$ cat src/rtl/lepb_pkg.sv
// ============================================================================
// lepb_pkg : shared types, constants and functions
// Types and helpers for the LED engine program builder: the data word that
// travels down the divider chain and the step time encoding.
// ============================================================================
package lepb_pkg;

    // Request kinds carried on s_tuser
    localparam logic MODE_RAMP  = 1'b0;
    localparam logic MODE_BLINK = 1'b1;

    // Engine instruction words
    localparam logic [15:0] WORD_SET_LEVEL = 16'h4000;
    localparam logic [15:0] WORD_LOOP      = 16'hA081;
    localparam logic [15:0] WORD_END       = 16'hC000;
    localparam logic [15:0] WORD_GO_START  = 16'h0000;

    // Step time encoding
    localparam logic [15:0] STEP_MAX       = 16'h003F;
    localparam int          PRESCALE_SHIFT = 5;          // divide by 32

    // Position of the final word of each program
    localparam logic [2:0]  RAMP_LAST_IDX  = 3'd3;
    localparam logic [2:0]  BLINK_LAST_IDX = 3'd4;

    // Divider geometry: dividend is 2 * ramp_time, one quotient bit per cell
    localparam int DIVIDEND_W = 17;
    localparam int DIV_STAGES = DIVIDEND_W;

    // Request context carried alongside the division
    typedef struct packed {
        logic       mode;
        logic       empty;      // ramp with equal levels: no words
        logic [7:0] level;      // start level or blink level
        logic       down;
        logic [6:0] half;       // half the level difference
        logic [6:0] on_code;    // blink on delay {prescale, step}
        logic [6:0] off_code;   // blink off delay {prescale, step}
    } ctx_t;

    // Payload of one divider cell
    typedef struct packed {
        logic [7:0]            rem;
        logic [DIVIDEND_W-1:0] acc;   // dividend bits out at top, quotient in at bottom
        logic [7:0]            dvs;
        ctx_t                  ctx;
    } cell_data_t;

    // Raw 16-bit step value to {prescale, step[5:0]}
    function automatic logic [6:0] step_code(input logic [15:0] raw);
        logic [15:0] t;
        logic        pre;
        begin
            t   = raw;
            pre = 1'b0;
            if (raw > STEP_MAX)
            begin
                t   = raw >> PRESCALE_SHIFT;
                pre = 1'b1;
            end
            if (t == 16'd0)
                t = 16'd1;
            else if (t > STEP_MAX)
                t = STEP_MAX;
            return {pre, t[5:0]};
        end
    endfunction

    // Timing word from an encoded step
    function automatic logic [15:0] step_word(input logic [6:0] code);
        return {1'b0, code, 8'h00};
    endfunction

endpackage

$ cat src/rtl/led_engine_program_builder.sv
// ============================================================================
// led_engine_program_builder : LED engine program word generator
// Turns one ramp or blink request into the instruction words of a short
// engine program, through a chain of division cells and an output stage.
// ============================================================================
//
//  Channel | Dir | Beat contents
//  --------+-----+----------------------------------------------------------
//  s_*     | in  | one request: levels, times, kind on s_tuser
//  m_*     | out | one program word with its index, m_tlast on final word
//
//  A request passes through the divider chain (one quotient bit per cell) and
//  then the output stage sends one word per cycle unless m_tready stalls it: 4
//  beats for a ramp, 5 for a blink, none for a ramp with equal levels. Sustained
//  rate is set by the output stage, which loads a request as its last word goes.
//  Reset clears all valid flags; the chain freezes as a whole while its last
//  cell holds a request the output stage cannot yet take.
//
module led_engine_program_builder (
    input  logic        clk,
    input  logic        rst_n,
    input  logic        s_tvalid,
    output logic        s_tready,
    input  logic [71:0] s_tdata,   // [7:0] start_level, [15:8] end_level,
                                   // [31:16] ramp_time, [47:32] on_duration,
                                   // [63:48] blink_period, [71:64] blink_level
    input  logic [0:0]  s_tuser,   // [0] mode
    output logic        m_tvalid,
    input  logic        m_tready,
    output logic [23:0] m_tdata,   // [15:0] program_word, [18:16] word_index, zero pad
    output logic        m_tlast
);

    localparam int N = lepb_pkg::DIV_STAGES;

    logic                  cell_valid [0:N];
    lepb_pkg::cell_data_t  cell_data  [0:N];
    logic                  adv;
    logic                  ser_free;

    logic       mode;
    logic [7:0] start_level;
    logic [7:0] end_level;
    logic [15:0] ramp_time;
    logic [15:0] on_duration;
    logic [15:0] blink_period;
    logic [7:0] blink_level;
    logic [7:0] diff;
    logic [15:0] off_time;

    // Field unpack
    assign mode         = s_tuser[0];
    assign start_level  = s_tdata[7:0];
    assign end_level    = s_tdata[15:8];
    assign ramp_time    = s_tdata[31:16];
    assign on_duration  = s_tdata[47:32];
    assign blink_period = s_tdata[63:48];
    assign blink_level  = s_tdata[71:64];

    // Entry: level difference and blink delays
    assign diff     = (end_level > start_level) ? (end_level - start_level)
                                                : (start_level - end_level);
    assign off_time = blink_period - on_duration;

    always_comb
    begin
        cell_data[0].rem          = 8'd0;
        cell_data[0].acc          = {ramp_time, 1'b0};
        cell_data[0].dvs          = diff;
        cell_data[0].ctx.mode     = mode;
        cell_data[0].ctx.empty    = (mode == lepb_pkg::MODE_RAMP)
                                 && (start_level == end_level);
        cell_data[0].ctx.level    = (mode == lepb_pkg::MODE_BLINK) ? blink_level
                                                                   : start_level;
        cell_data[0].ctx.down     = (end_level < start_level);
        cell_data[0].ctx.half     = diff[7:1];
        cell_data[0].ctx.on_code  = lepb_pkg::step_code({on_duration[14:0], 1'b0});
        cell_data[0].ctx.off_code = lepb_pkg::step_code({off_time[14:0], 1'b0});
    end

    assign cell_valid[0] = s_tvalid;

    // Chain advances when its tail is empty or handed off
    assign adv      = !cell_valid[N] || ser_free;
    assign s_tready = adv;

    // Divider chain
    for (genvar i = 0; i < N; i++)
    begin : g_cell
        lepb_div_cell u_cell (
            .clk       (clk),
            .rst_n     (rst_n),
            .en        (adv),
            .in_valid  (cell_valid[i]),
            .in_data   (cell_data[i]),
            .out_valid (cell_valid[i+1]),
            .out_data  (cell_data[i+1])
        );
    end

    // Output stage
    lepb_serializer u_ser (
        .clk      (clk),
        .rst_n    (rst_n),
        .in_valid (cell_valid[N]),
        .in_data  (cell_data[N]),
        .free     (ser_free),
        .m_tvalid (m_tvalid),
        .m_tready (m_tready),
        .m_tdata  (m_tdata),
        .m_tlast  (m_tlast)
    );

endmodule

$ cat src/rtl/lepb_div_cell.sv
// ============================================================================
// lepb_div_cell : one restoring division step
// Brings in the next dividend bit, subtracts the divisor when it fits and
// shifts the quotient bit in. Passes the request context on unchanged.
// ============================================================================
module lepb_div_cell (
    input  logic                   clk,
    input  logic                   rst_n,
    input  logic                   en,
    input  logic                   in_valid,
    input  lepb_pkg::cell_data_t   in_data,
    output logic                   out_valid,
    output lepb_pkg::cell_data_t   out_data
);

    logic                  valid_reg;
    lepb_pkg::cell_data_t  data_reg;
    lepb_pkg::cell_data_t  data_next;
    logic [8:0]            trial;
    logic [8:0]            sub;
    logic                  fits;

    // Partial remainder with next dividend bit, trial subtract
    assign trial = {in_data.rem, in_data.acc[lepb_pkg::DIVIDEND_W-1]};
    assign sub   = trial - {1'b0, in_data.dvs};
    assign fits  = (trial >= {1'b0, in_data.dvs});

    always_comb
    begin
        data_next     = in_data;
        data_next.rem = fits ? sub[7:0] : trial[7:0];
        data_next.acc = {in_data.acc[lepb_pkg::DIVIDEND_W-2:0], fits};
    end

    // Control
    always_ff @(posedge clk or negedge rst_n)
    begin
        if (!rst_n)
            valid_reg <= 1'b0;
        else if (en)
            valid_reg <= in_valid;
    end

    // Payload
    always_ff @(posedge clk)
    begin
        if (en)
            data_reg <= data_next;
    end

    assign out_valid = valid_reg;
    assign out_data  = data_reg;

endmodule

$ cat src/rtl/lepb_serializer.sv
// ============================================================================
// lepb_serializer : program word output stage
// Takes one finished request from the divider chain and sends its program
// words one beat at a time, in order, with index and last flag.
// ============================================================================
module lepb_serializer (
    input  logic                   clk,
    input  logic                   rst_n,
    input  logic                   in_valid,
    input  lepb_pkg::cell_data_t   in_data,
    output logic                   free,       // may take a request this cycle
    output logic                   m_tvalid,
    input  logic                   m_tready,
    output logic [23:0]            m_tdata,    // [15:0] program_word, [18:16] word_index
    output logic                   m_tlast
);

    logic        valid_reg;
    logic [2:0]  idx_reg;
    logic        mode_reg;
    logic [7:0]  level_reg;
    logic [15:0] word1_reg;
    logic [15:0] word3_reg;
    logic [15:0] word1_next;
    logic [15:0] word3_next;
    logic [2:0]  last_idx;
    logic        is_last;
    logic        load;
    logic [15:0] word;
    logic [6:0]  ramp_code;

    // Word 1 and word 3 as built at load time
    assign ramp_code = lepb_pkg::step_code(in_data.acc[15:0]);

    always_comb
    begin
        if (in_data.ctx.mode == lepb_pkg::MODE_BLINK)
        begin
            word1_next = lepb_pkg::step_word(in_data.ctx.on_code);
            word3_next = lepb_pkg::step_word(in_data.ctx.off_code);
        end
        else
        begin
            word1_next = lepb_pkg::step_word(ramp_code)
                       | {8'h00, in_data.ctx.down, in_data.ctx.half};
            word3_next = lepb_pkg::WORD_END;
        end
    end

    // Beat bookkeeping
    assign last_idx = (mode_reg == lepb_pkg::MODE_BLINK) ? lepb_pkg::BLINK_LAST_IDX
                                                         : lepb_pkg::RAMP_LAST_IDX;
    assign is_last  = (idx_reg == last_idx);
    assign free     = !valid_reg || (m_tready && is_last);
    assign load     = free && in_valid && !in_data.ctx.empty;

    always_ff @(posedge clk or negedge rst_n)
    begin
        if (!rst_n)
        begin
            valid_reg <= 1'b0;
            idx_reg   <= 3'd0;
        end
        else if (free)
        begin
            valid_reg <= load;
            idx_reg   <= 3'd0;
        end
        else if (m_tready)
        begin
            idx_reg <= idx_reg + 3'd1;
        end
    end

    // Program fields
    always_ff @(posedge clk)
    begin
        if (load)
        begin
            mode_reg  <= in_data.ctx.mode;
            level_reg <= in_data.ctx.level;
            word1_reg <= word1_next;
            word3_reg <= word3_next;
        end
    end

    // Word select by position
    always_comb
    begin
        case (idx_reg)
            3'd0:    word = lepb_pkg::WORD_SET_LEVEL | {8'h00, level_reg};
            3'd1:    word = word1_reg;
            3'd2:    word = (mode_reg == lepb_pkg::MODE_BLINK) ? lepb_pkg::WORD_SET_LEVEL
                                                               : lepb_pkg::WORD_LOOP;
            3'd3:    word = word3_reg;
            3'd4:    word = lepb_pkg::WORD_GO_START;
            default: word = lepb_pkg::WORD_GO_START;
        endcase
    end

    assign m_tvalid = valid_reg;
    assign m_tdata  = {5'd0, idx_reg, word};
    assign m_tlast  = is_last;

endmodule

$ cat config.mk
export PLATFORM = sky130hd
export DESIGN_NAME = led_engine_program_builder
export DESIGN_NICKNAME = d
export VERILOG_FILES = /design/src/rtl/lepb_pkg.sv /design/src/rtl/led_engine_program_builder.sv /design/src/rtl/lepb_div_cell.sv /design/src/rtl/lepb_serializer.sv
export SDC_FILE = /design/constraint.sdc
export NUM_CORES = 1
export LEC_CHECK = 0
export BUFFER_PORTS_ARGS = -buffer_cell sky130_fd_sc_hd__buf_4
export CORE_UTILIZATION = 56
export DETAILED_ROUTE_END_ITERATION = 10
export PLACE_DENSITY = 0.78
export SYNTH_ARGS = -nofsm -noshare
export SYNTH_HDL_FRONTEND = slang
export SYNTH_SLANG_ARGS = --single-unit
export TNS_END_PERCENT = 100
$ cat constraint.sdc
create_clock -name clk -period 31.5 [get_ports clk]
set_clock_uncertainty 0.15 [all_clocks]
set_input_delay 3.15 -clock clk [delete_from_list [all_inputs] [get_ports clk]]
set_output_delay 3.15 -clock clk [all_outputs]
set_load 0.01 [all_outputs]
After elaboration in Yosys (flattened, before gate mapping). Index checks and enable logic that the tools add are counted.

Add/subtract/negate cells: 20. Magnitude comparators: 25. Equal/unequal tests: 5. Multiplexer cells: 35. Bitwise gates (word level): 2. Reduce and logical (&&, ||, !) cells: 16.

Operator list (count): $ge A9 B8 Y1 (16); $mux W8 (17); $sub A8 B8 Y8 (17); $gt A16 B6 Y1 const B (6); $mux W16 (5); $pmux W16 S4 (1); $logic_not A16 Y1 (3); $mux W6 (4); $mux W15 (1); $or A15 B8 Y15 (1); $sub A15 B15 Y15 (1); $mux W3 (3); $eq A8 B8 Y1 (1); $ge A1 B8 Y1 (1); $gt A8 B8 Y1 (1); $lt A8 B8 Y1 (1); $sub A1 B8 Y8 (1); $eq A3 B2 Y1 const B (2); $logic_and A1 B1 Y1 (4); $mux W1 (4); $reduce_or A2 Y1 (2); $add A3 B1 Y3 const B (1); $eq A3 B1 Y1 const B (1); $eq A3 B3 Y1 (1); 5 further kinds (8).

Bits in registers: 1133. Bits of input ports: 77. Output and inout port bits: 27. Logic and storage cells: 301.

Longest topological paths before layout. Gate-level depths: netlist of the first run.

Word-level depth: 7. Mapped depth: 12.

By module. Synthesis of the first run repeated with hierarchy kept, for this count alone.

Cells, all modules: 2723. Area, all modules: 46392.0 um^2.

By module, submodules not included: lepb_div_cell (g_cell[0].u_cell ...) (instances 12, cells an instance 136, area an instance 2508.7 um^2, seq. area each 1976.9 um^2); lepb_div_cell (g_cell[1].u_cell ...) (instances 3, cells an instance 133, area an instance 2527.4 um^2, seq. area each 1976.9 um^2); lepb_div_cell (g_cell[2].u_cell) (instances 1, cells an instance 135, area an instance 2524.9 um^2, seq. area each 1976.9 um^2); lepb_div_cell (g_cell[16].u_cell) (instances 1, cells an instance 135, area an instance 2507.4 um^2, seq. area each 1976.9 um^2); lepb_serializer (instances 1, cells an instance 156, area an instance 1844.3 um^2, seq. area each 1061.0 um^2); led_engine_program_builder (instances 1, cells an instance 266, area an instance 1829.3 um^2, seq. area each 0.0 um^2).

Worst setup path after synthesis of the first run. No wires, ideal clock.

Kind: input to register. Start: in m_tready. End: reg g_cell[0].u_cell.valid_reg. Setup time: 0.185 ns. Arrival time: 32.474 ns. Slack: -1.309 ns. Cell stages on the path: 4. Path through: a21boi_1 > nand2_1 > clkbuf_1 > mux2_2.

Cells in the longest elaborated chain, start to end: 3.

Ends and longest elaborated chain: start: declaration (line led_engine_program_builder.sv:29) `input logic m_tready,`; $logic_and A1 B1 Y1 (line lepb_serializer.sv:54) `assign free = !valid_reg || (m_tready && is_last);`; $logic_or A1 B1 Y1 (line lepb_serializer.sv:54); $logic_or A1 B1 Y1 (line led_engine_program_builder.sv:84) `assign adv = !cell_valid[N] || ser_free;`; named net s_tready (line led_engine_program_builder.sv:23) `output logic s_tready,`; end signal: assignment (line lepb_div_cell.sv:41) `valid_reg <= in_valid;`; end: declaration (line lepb_div_cell.sv:16) `logic valid_reg;`.

The timed path passes the listed nets, and every way through them passes these cells. A chain may end at the register's enable or synchronous reset.

Final worst setup path of the first run.
Start: in m_tready. End: out s_tready.

Cells in the longest elaborated chain, start to end: 3.

Ends and longest elaborated chain (line): $logic_and A1 B1 Y1 (lepb_serializer.sv:54); $logic_or A1 B1 Y1 (lepb_serializer.sv:54); $logic_or A1 B1 Y1 (led_engine_program_builder.sv:84); end: declaration (led_engine_program_builder.sv:23).

Every way passes these cells.

==> results of run 1 <==
-- cell usage after synthesis, drive strengths merged, types with 17 or more instances --
cell / count / share of area [%]
a21boi: 37 / 0.71
o21ai: 86 / 1.1
o21a: 39 / 0.75
a211oi: 17 / 0.53
nand2: 56 / 0.54
nand2b: 22 / 0.35
fa: 18 / 0.92
ha: 163 / 5.2
nand4: 32 / 0.51
edfxtp: 976 / 75
nor2: 109 / 1.0
mux2i: 38 / 0.97
xor2: 21 / 0.47
nor2b: 46 / 0.73
mux2: 92 / 2.6
a21o: 22 / 0.42
xnor2: 56 / 1.3
a21oi: 56 / 0.73
dfrtp: 21 / 1.3
inv: 235 / 2.3
nor3: 22 / 0.32
-- metrics by stage --
step                      instances  hold slack, ns  setup WS (ns)  area [sq um]
after floorplan                2292          0.2503          12.95         39180
after global placement         3308          0.2502          23.91         41070
after detailed placement       3308          0.2545          23.90         41070
after CTS                      3474          0.2523          23.89         43990
after global routing           3474          0.2589          23.85         43990
final                          3474          0.2462          23.91         43990
-- kinds of logic (layout without fill, tap and decap cells) --
kind of cell | count (synthesis) | count (layout) | share of synthesized area, %
adders and majority gates | 181 | 181 | 6.128
and+or+nand+nor | 338 | 338 | 4.429
xor gates and xnor gates | 77 | 77 | 1.741
buffers and inverters | 254 | 505 | 2.518
other | 1 | 5 | 0.009576
AOI/OAI and AO/OA | 310 | 310 | 5.371
muxes | 130 | 130 | 3.617
DFF | 997 | 997 | 76.19
-- area by class of cell --
cell class	instances	area [sq um]	share of cell area, %
sequential	997	29830	67.81
clock inverter	45	391.6	0.8902
timing repair buffer	104	818.3	1.860
multi-input combinational	1041	8367	19.02
clock buffer	121	2536	5.765
tap	931	1165	2.648
inverter	235	882.1	2.005
-- worst max path at each step --
| stage | startpoint | end | slack [ns] | cells past startpoint |
|---|---|---|---|---|
| after floorplan | m_tready | s_tready | 12.95 | 3 |
| after global placement | m_tready | s_tready | 23.91 | 4 |
| after detailed placement | m_tready | s_tready | 23.90 | 4 |
| after CTS | m_tready | s_tready | 23.89 | 4 |
| after global routing | m_tready | s_tready | 23.85 | 4 |
| final | m_tready | s_tready | 23.91 | 4 |
-- routing by layer --
layer / GRT usage [%] / vias up
met5: 0 / -
met4: 6.928 / 0
met3: 3.054 / 164
met2: 28.29 / 354
met1: 17.18 / 8951
li1: - / 8931
==> results by group, run 1 <==
Status
  – Status: finished clean

Die
  – I/O Pins: 104
  – Die ar.: 70990 sq um
  – Starting Density: 56.80%
  – Die W: 266.4 microns
  – Core footprint: 68950 sq um
  – Site row count: 96
  – Die height: 266.4 microns

Cells and area
  – Fin util: 63.81%
  – Max FFs per register: 944
  – Fillers: 4723
  – Area grow syn2layout: 12.35%
  – Most common cell after layout, fill and taps aside: edfxtp_1
  – Most frequent cells in the layout: 976 x edfxtp_1, 235 x inv_1, 163 x ha_1
  – Antenna Diode Count: 0
  – Fraction of layout cells with a size suffix above 1: 13.80%
  – Fin nets: 2732

Placement
  – HPWL Detailed: 34050 microns
  – GP Congestion: between 0.8 and 0.9
  – Input/output buffers: 96

Critical path
  – CP max FO: 29
  – CP peak stage delay: roughly 0.34 ns
  – Slowest-stage cell, CP: a21boi_1
  – Worst Reg-to-Reg Cells: 9
  – Worst Setup Start Kind: input pin
  – Signal arrival time at the worst endpoint: 4.29 ns
  – CP Capture Type: output port
  – Critical path class: in2out
  – Critical-path cell list: buf_4 > a21boi_1 > nand2_4 > buf_4
  – Reg-to-reg startpoint: u_ser.idx_reg[2]$_DFFE_PN0P_
  – Family with the most delay on the worst path: buffers and inverters
  – Worst Path Buf+Inv: 2
  – CP most frequent cell: buf_4
  – Worst R2R Setup Slack: 26.33 ns
  – Crit path required time: 28.20 ns
  – Reg-to-Reg End: g_cell[0].u_cell.out_data[10]$_SDFFCE_PP0P_

Global route
  – Gr usage total: around 15%
  – Vias in the first global route: approximately 19000
  – Grt ovf: 0
  – Largest net degree at the start of global routing: 205
  – First-pass GRT wire length: 88620 microns
  – Initial antenna violation count: 0

Worst hold path
  – Hold depth: 0
  – Hold Path Sink: g_cell[3].u_cell.out_data[10]$_DFFE_PP_
  – HP Class: reg2reg
  – Hold_sp: g_cell[2].u_cell.out_data[10]$_DFFE_PP_

Yosys
  – Sequential fraction of the synthesis area: 76.19%
  – Number of synthesized flops with an enable pin: 976
  – Flops & latches, synth: 997
  – YS warnings: 0
  – Async set-reset flop share out of synthesis: 2.106%
  – Mean Syn Cell Area: 17.11 sq um
  – Cell Area, Synth: 39160 sq um
  – Synth Instances: 2288
  – Primary FF master, synth: edfxtp_1
  – Cell variety after synth: 65

CTS
  – Post-CTS Setup Bufs: 0
  – Root buf cell: clkbuf_16
  – CTS buffer count: 95
  – CTS Buffer Depth: 3
  – Hold Buf Count CTS: 0
  – CTS tree: built
  – Clock insertion delay at the later pin of the skew report: 0.64 ns
  – H-tree depth: 3
  – CTS resizes: 0
  – Num Clock Sinks: 997
  – CTS clk-pin slew, worst paths: 0.06 ns

Job
  – Maxcap violations: 0

Drt
  – Met3 wire len: 2021 microns
  – Vias/cell: 5.296
  – Top routing layer in use: met4
  – Drt total wl: 53820 microns
  – Routed Antenna Nets: 0
  – DRC viols: 0
  – First-pass iteration count of the detailed router: 5
  – DRT iter0 DRCs: 1090
  – Avg WL per Cell: 15.49 microns
  – WL met1: between 20000 and 25000 microns
  – Met2 WL: 28480 microns
  – Routed vias: 18400

Timing
  – Final setup violation count: 0
  – Final Hold Fails: 0
  – Period utilization: 24.10%
  – Pins Over Slew Limit: 0
  – RSZ-0062 raised after global routing: false
  – Worst-Margin Slew: 1.084 ns
  – Max_slew headroom: 27.76%
  – Total negative slack: 0 ns
  – Minimum clock period after layout: 7.592 ns
  – Fmax: 131.7 MHz
Power of run 1 is not shown: default switching activity piles up to over one toggle a cycle in this logic, so the estimate is an artifact.
==> inputs of run 2 (changes only) <==
--- a/config.mk
+++ b/config.mk
@@ -6,9 +6,9 @@
 export NUM_CORES = 1
 export LEC_CHECK = 0
 export BUFFER_PORTS_ARGS = -buffer_cell sky130_fd_sc_hd__buf_4
-export CORE_UTILIZATION = 56
+export CORE_UTILIZATION = 62
 export DETAILED_ROUTE_END_ITERATION = 10
-export PLACE_DENSITY = 0.78
+export PLACE_DENSITY = 0.81
 export SYNTH_ARGS = -nofsm -noshare
 export SYNTH_HDL_FRONTEND = slang
 export SYNTH_SLANG_ARGS = --single-unit
==> constraint.sdc (replaced) <==
create_clock -name clk -period 7.5 [get_ports clk]
set_clock_uncertainty 0.15 [all_clocks]
set_input_delay 0.75 -clock clk [delete_from_list [all_inputs] [get_ports clk]]
set_output_delay 0.75 -clock clk [all_outputs]
set_load 0.01 [all_outputs]
==> results by group, run 2 (synthesis results as in run 1) <==
Cells and area
  – Area grow syn2layout: 12.53%
  – Fraction of layout cells with a size suffix above 1: 13.94% (+0.14 points)
  – Most common cell after layout, fill and taps aside: edfxtp_1
  – Footprint of the multi-input gates: 8367 sq um (unchanged)
  – Most frequent cells in the layout: 976 x edfxtp_1, 235 x inv_1, 163 x ha_1
  – Fin nets: 2733 (+0.037%)
  – Antenna Diode Count: 0 (unchanged)
  – Fillers: 3748 (-21%)
  – Register area: 29830 sq um (unchanged)
  – Max FFs per register: 944 (unchanged)

Timing
  – Fmax: 242.4 MHz
  – RSZ-0062 raised after global routing: false
  – Total negative slack: 0 ns (unchanged)
  – Minimum clock period after layout: ~4.1 ns
  – Max_slew headroom: 24.06% (-3.7 points)
  – Worst-Margin Slew: 1.139 ns (+0.05552 ns)
  – Final Hold Fails: 0 (unchanged)
  – Period utilization: 55.01%
  – Pins Over Slew Limit: 0 (unchanged)
  – Final setup violation count: 0 (unchanged)

Critical path
  – CP Capture Type: output port
  – Crit path required time: 6.60 ns (-21.60 ns)
  – Critical path class: reg2out
  – Family with the most delay on the worst path: flip-flops
  – Signal arrival time at the worst endpoint: 3.23 ns (-1.06 ns)
  – CP max FO: 49 (+69%)
  – Worst Setup Start Kind: flip-flop
  – Slowest-stage cell, CP: dfrtp_1
  – Critical-path cell list: nor2_1 > a31oi_1 > inv_1 > a21boi_1 > nand2_4 > buf_4
  – Worst Path Buf+Inv: 2 (unchanged)
  – CP peak stage delay: 0.71 ns (+0.37 ns)

Die
  – Core footprint: 62050 sq um (-10%)
  – Die ar.: 64170 sq um (-9.6%)
  – Starting Density: 63.11% (+6.3 points)
  – Site row count: 91 (-5.2%)
  – I/O Pins: 104 (unchanged)
  – Die height: 253.3 microns (-4.9%)
  – Die W: 253.3 microns (-4.9%)

CTS
  – H-tree depth: 3 (unchanged)
  – Root buf cell: clkbuf_16
  – CTS clk-pin slew, worst paths: 0.06 ns (about the same)
  – Num Clock Sinks: 997 (unchanged)
  – Post-CTS Setup Bufs: 0 (unchanged)
  – CTS Buffer Depth: 3 (unchanged)
  – Clock insertion delay at the later pin of the skew report: 0.64 ns (about the same)
  – CTS buffer count: 94 (-1.1%)
  – CTS tree: built

Status
  – Status: finished clean

Drt
  – Vias/cell: 5.457 (+3.0%)
  – First-pass iteration count of the detailed router: 5 (unchanged)
  – Routed Antenna Nets: 0 (unchanged)
  – DRT iter0 DRCs: 1228 (+13%)
  – DRC viols: 0 (unchanged)
  – Drt total wl: 55220 microns (+2.6%)
  – Avg WL per Cell: 16.32 microns (+5.3%)
  – Routed vias: 18470 (+0.35%)

Worst hold path
  – HP Class: in2reg

Global route
  – First-pass GRT wire length: 90310 microns (+1.9%)
  – Largest net degree at the start of global routing: 192 (-6.3%)
  – Vias in the first global route: 19110 (+1.2%)
  – Grt ovf: 0 (unchanged)
  – Gr usage total: 17.65% (+2.3 points)
  – Initial antenna violation count: 0 (unchanged)

Placement
  – Input/output buffers: 96 (unchanged)
  – HPWL Detailed: 34410 microns (+1.1%)
  – GP Congestion: 0.8376 (-3.5%)

Job
  – Maxcap violations: 0 (unchanged)
run 2: per-stage QoR:
stage                     instance area (sq um)  hold slack [ns]  util (%)  cells  worst slack [ns]
after CTS                                 44070          0.09631     71.01   3384             3.340
after floorplan                           39180           0.2503         -   2292             1.340
after global routing                      44070          0.09805     71.01   3384             3.145
after global placement                    40980           0.2503     66.04   3215             3.675
after detailed placement                  40980           0.2545     66.04   3215             3.498
final                                     44070           0.1354     71.01   3384             3.374
run 2: cell type report:
class                           instances  area share [%]
Multi-Input combinational cell       1041           18.99
Timing Repair Buffer                  106           1.953
Sequential cell                       997           67.70
Clock buffer                          114           5.508
Tap cell                              837           2.377
Clock inverter                         54           1.471
Inverter                              235           2.002
run 2: path summary, 6_finish.rpt:
check,start,endpoint,slack [ns],depth (start not counted)
setup / recovery,u_ser.idx_reg[2]$_DFFE_PN0P_,s_tready,3.37,6
hold / removal,s_tdata[29],g_cell[0].u_cell.out_data[55]$_DFFE_PP_,0.14,1
setup reg to reg,u_ser.idx_reg[2]$_DFFE_PN0P_,g_cell[10].u_cell.out_data[29]$_DFFE_PP_,3.49,8
hold reg to reg,g_cell[5].u_cell.out_data[51]$_DFFE_PP_,g_cell[6].u_cell.out_data[52]$_DFFE_PP_,0.25,0
max in group asynchronous,rst_n,g_cell[13].u_cell.out_valid$_DFFE_PN0P_,6.60,2
min in group asynchronous,rst_n,g_cell[3].u_cell.out_valid$_DFFE_PN0P_,0.39,2
run 2: repair_timing:
item,CTS,global route
resized for setup,0,0
hold buffers,1,0
endpoints found under the setup margin,0,0
endpoints found under the hold margin,21,0
run 2: metal layers:
metal  vias to the layer above  wire length, microns  part of all wire [%]  GRT usage (%)
li1                       8952                     -                     -              -
met1                      8988                 21550                    39          19.91
met2                       375                 29630                    54          32.37
met3                       150                  2087                   3.8          3.608
met4                         0                  1952                   3.5          7.359
met5                         -                     0                     0              0
Power of run 2 is left out for the same reason.
==> inputs of run 3 (changes only) <==
--- a/config.mk
+++ b/config.mk
@@ -5,6 +5,7 @@
 export SDC_FILE = /design/constraint.sdc
 export NUM_CORES = 1
 export LEC_CHECK = 0
+export ABC_AREA = 1
 export BUFFER_PORTS_ARGS = -buffer_cell sky130_fd_sc_hd__buf_4
 export CORE_UTILIZATION = 62
 export DETAILED_ROUTE_END_ITERATION = 10
==> constraint.sdc (replaced) <==
create_clock -name clk -period 4.06 [get_ports clk]
set_clock_uncertainty 0.15 [all_clocks]
set_input_delay 0.406 -clock clk [delete_from_list [all_inputs] [get_ports clk]]
set_output_delay 0.406 -clock clk [all_outputs]
set_load 0.01 [all_outputs]
==> results by group, run 3 <==
Global route
  – Grt ovf: 0 (unchanged)
  – Gr usage total: 19.73% (+2.1 points)
  – Largest net degree at the start of global routing: 156 (-19%)
  – Initial antenna violation count: 0 (unchanged)
  – Vias in the first global route: 21140 (+11%)
  – First-pass GRT wire length: 100500 microns (+11%)

Yosys
  – Async set-reset flop share out of synthesis: 2.106% (unchanged)
  – Mean Syn Cell Area: 14.79 sq um (-14%)
  – YS warnings: 0 (unchanged)
  – Number of synthesized flops with an enable pin: 976 (unchanged)
  – Cell Area, Synth: 39340 sq um (+0.46%)
  – Most area-hungry cell type in the Yosys netlist: edfxtp_1
  – Post-synth top area share: 74.50% (-0.34 points)
  – Most frequent cell after synthesis: edfxtp_1
  – Flops & latches, synth: 997 (unchanged)
  – Synth Instances: 2659 (+16%)
  – Sequential fraction of the synthesis area: 75.84% (-0.35 points)
  – Cell variety after synth: 57 (-12%)
  – Dominant cells by area after synthesis: edfxtp_1 75%, ha_1 5.2%, inv_1 3.5%
  – Primary FF master, synth: edfxtp_1
  – Most frequent cells after synthesis: 976 x edfxtp_1, 370 x inv_1, 314 x nand2_1

Cells and area
  – Most common cell after layout, fill and taps aside: edfxtp_1
  – Area grow syn2layout: 13.69%
  – Antenna Diode Count: 0 (unchanged)
  – Max FFs per register: 944 (unchanged)
  – Fin nets: 3135 (+15%)
  – Fraction of layout cells with a size suffix above 1: 10.76% (-3.2 points)
  – Final Instance Area: 44720 sq um (+1.5%)
  – Most frequent cells in the layout: 976 x edfxtp_1, 368 x inv_1, 313 x nand2_1

Critical path
  – Critical-path cell list: inv_1 > nand4_1 > nand2_2 > nor2_4 > nor2_4 > nor2_4 > inv_16 > buf_4
  – Critical path class: reg2out
  – CP max FO: 155 (+220%)
  – Reg-to-reg startpoint: u_ser.idx_reg[2]$_DFFE_PN0P_
  – Crit path required time: 3.50 ns (-3.10 ns)
  – CP peak stage delay: 0.48 ns (-0.23 ns)
  – CP Capture Type: output port
  – Worst Path Buf+Inv: 3 (+1)
  – Slowest-stage cell, CP: nor2_4
  – Worst Setup Start Kind: flip-flop
  – Signal arrival time at the worst endpoint: 3.12 ns (-0.11 ns)
  – Crit path launch: u_ser.idx_reg[2]$_DFFE_PN0P_
  – Family with the most delay on the worst path: simple AND/OR/NAND/NOR gates
  – CP most frequent cell: nor2_4

CTS
  – H-tree depth: 3 (unchanged)
  – CTS buffer count: 94 (unchanged)
  – Num Clock Sinks: 997 (unchanged)
  – CTS Buffer Depth: 3 (unchanged)
  – CTS tree: built
  – Root buf cell: clkbuf_16
  – Post-CTS Setup Bufs: 0 (unchanged)
  – CTS clk-pin slew, worst paths: 0.06 ns (about the same)
  – Clock insertion delay at the later pin of the skew report: 0.65 ns (about the same)

Power
  – Pwr Total: 39.76 mW
  – P_leak: 17.29 nW
  – Worst IR Drop VDD: 0.5928 mV
  – Pwr/cell area: 889.0 nW/um^2

Drt
  – Avg WL per Cell: 16.33 microns (about the same)
  – Routed vias: 20540 (+11%)
  – DRC viols: 0 (unchanged)
  – DRT iter0 DRCs: 1709 (+39%)
  – Vias/cell: 5.415 (-0.76%)
  – Routed Antenna Nets: 0 (unchanged)
  – First-pass iteration count of the detailed router: 6 (+1)
  – Drt total wl: 61930 microns (+12%)

Placement
  – GP Congestion: 0.8445 (+0.82%)
  – Placed cell areas: 41250 sq um (+0.67%)
  – Input/output buffers: 96 (unchanged)
  – HPWL Detailed: 38800 microns (+13%)

Timing
  – Period utilization: 90.44%
  – Minimum clock period after layout: 3.672 ns
  – Max_slew headroom: 49.16% (+25 points)
  – RSZ-0062 raised after global routing: false
  – Pins Over Slew Limit: 0 (unchanged)
  – Worst-Margin Slew: 0.7627 ns (-0.3765 ns)
  – Final Hold Fails: 0 (unchanged)
  – Final setup violation count: 0 (unchanged)
  – Fmax: 272.4 MHz
  – Fin Hold WS: 0.03485 ns (-0.1005 ns)

Die
  – Die height: 253.9 microns (+0.23%)
  – Core footprint: 62170 sq um (+0.18%)
  – Starting Density: 63.28% (+0.17 points)
  – I/O Pins: 104 (unchanged)
  – Die W: 253.9 microns (+0.23%)
  – Die ar.: 64460 sq um (+0.45%)
  – Site row count: 91 (unchanged)

Worst hold path
  – HP Class: in2async

Status
  – Status: finished clean

Job
  – Maxcap violations: 0 (unchanged)
==> run 3: metal layers <==
| layer | GRT usage [%] | part of all wire [%] | vias up |
|---|---|---|---|
| li1 | - | - | 9845 |
| met1 | 21.93 | 39 | 9946 |
| met2 | 36.60 | 54 | 557 |
| met3 | 3.616 | 3.8 | 192 |
| met4 | 8.847 | 3.8 | 0 |
| met5 | 0 | 0 | - |
==> run 3: stage by stage <==
stage	TNS (ns)	cells	utilization (%)	setup slack (ns)
after floorplan	-0.03736	2663	-	-0.03736
after global placement	0	3585	66.36	0.9763
after CTS	0	3793	71.94	0.4242
after detailed placement	0	3585	66.36	0.8910
after global routing	0	3793	71.94	0.2488
final	0	3793	71.94	0.3883
==> run 3: final timing paths <==
path | depth (start not counted) | end | slack (ns)
min in group clk | 3 | g_cell[0].u_cell.out_data[29]$_DFFE_PP_ | 0.05
max in group asynchronous | 2 | u_ser.idx_reg[1]$_DFFE_PN0P_ | 3.50
max | 8 | s_tready | 0.39
min | 2 | g_cell[6].u_cell.out_valid$_DFFE_PN0P_ | 0.03
min reg2reg | 0 | g_cell[9].u_cell.out_data[46]$_DFFE_PP_ | 0.25
max reg2reg | 8 | g_cell[1].u_cell.out_data[12]$_DFFE_PP_ | 0.96
==> run 3: cells by family (layout without fill, tap and decap cells) <==
logic type	Yosys count	after routing	share of synthesized area [%]
and+or+nand+nor	647	647	7.096
xor gates and xnor gates	89	89	1.982
DFF	997	997	75.84
adders and majority gates	181	181	6.101
other	1	5	0.009533
AOI/OAI and AO/OA	336	336	4.873
buffers and inverters	408	701	4.100
==> run 3: power breakdown <==
group	switching, mW	leakage [nW]	internal (mW)
clock network	3.65	1.54	5.17
registers	1.60	9.35	17.9
logic	7.47	6.40	4.01
==> run 3: what timing repair did <==
item                                    CTS  global route
hold endpoints to repair                 54             0
hold buffers                             33             0
gates resized for setup                   0             0
endpoints found under the setup margin    0             0
==> run 3: area by class of cell <==
| type | count | area, sq um |
|---|---|---|
| flip-flops and latches | 997 | 29840 |
| inverters | 375 | 1429 |
| well taps | 837 | 1047 |
| repair buffers | 151 | 1329 |
| multi-input cells | 1258 | 7944 |
| fillers | 3733 | 17440 |
| clock inverters | 65 | 725.7 |
| clock buffers | 110 | 2412 |
==> run 3: worst reg2reg max path, stage by stage, from the launching register on <==
cell and delay, ns:
dfrtp_1 0.41, inv_1 0.44, nand4_1 0.20, nand2_2 0.14, nor2_4 0.06, nor2_4 0.14, nor2_4 0.13, inv_16 0.47
buf_12 0.56
Note: power is estimated with default switching activity, not from simulation.
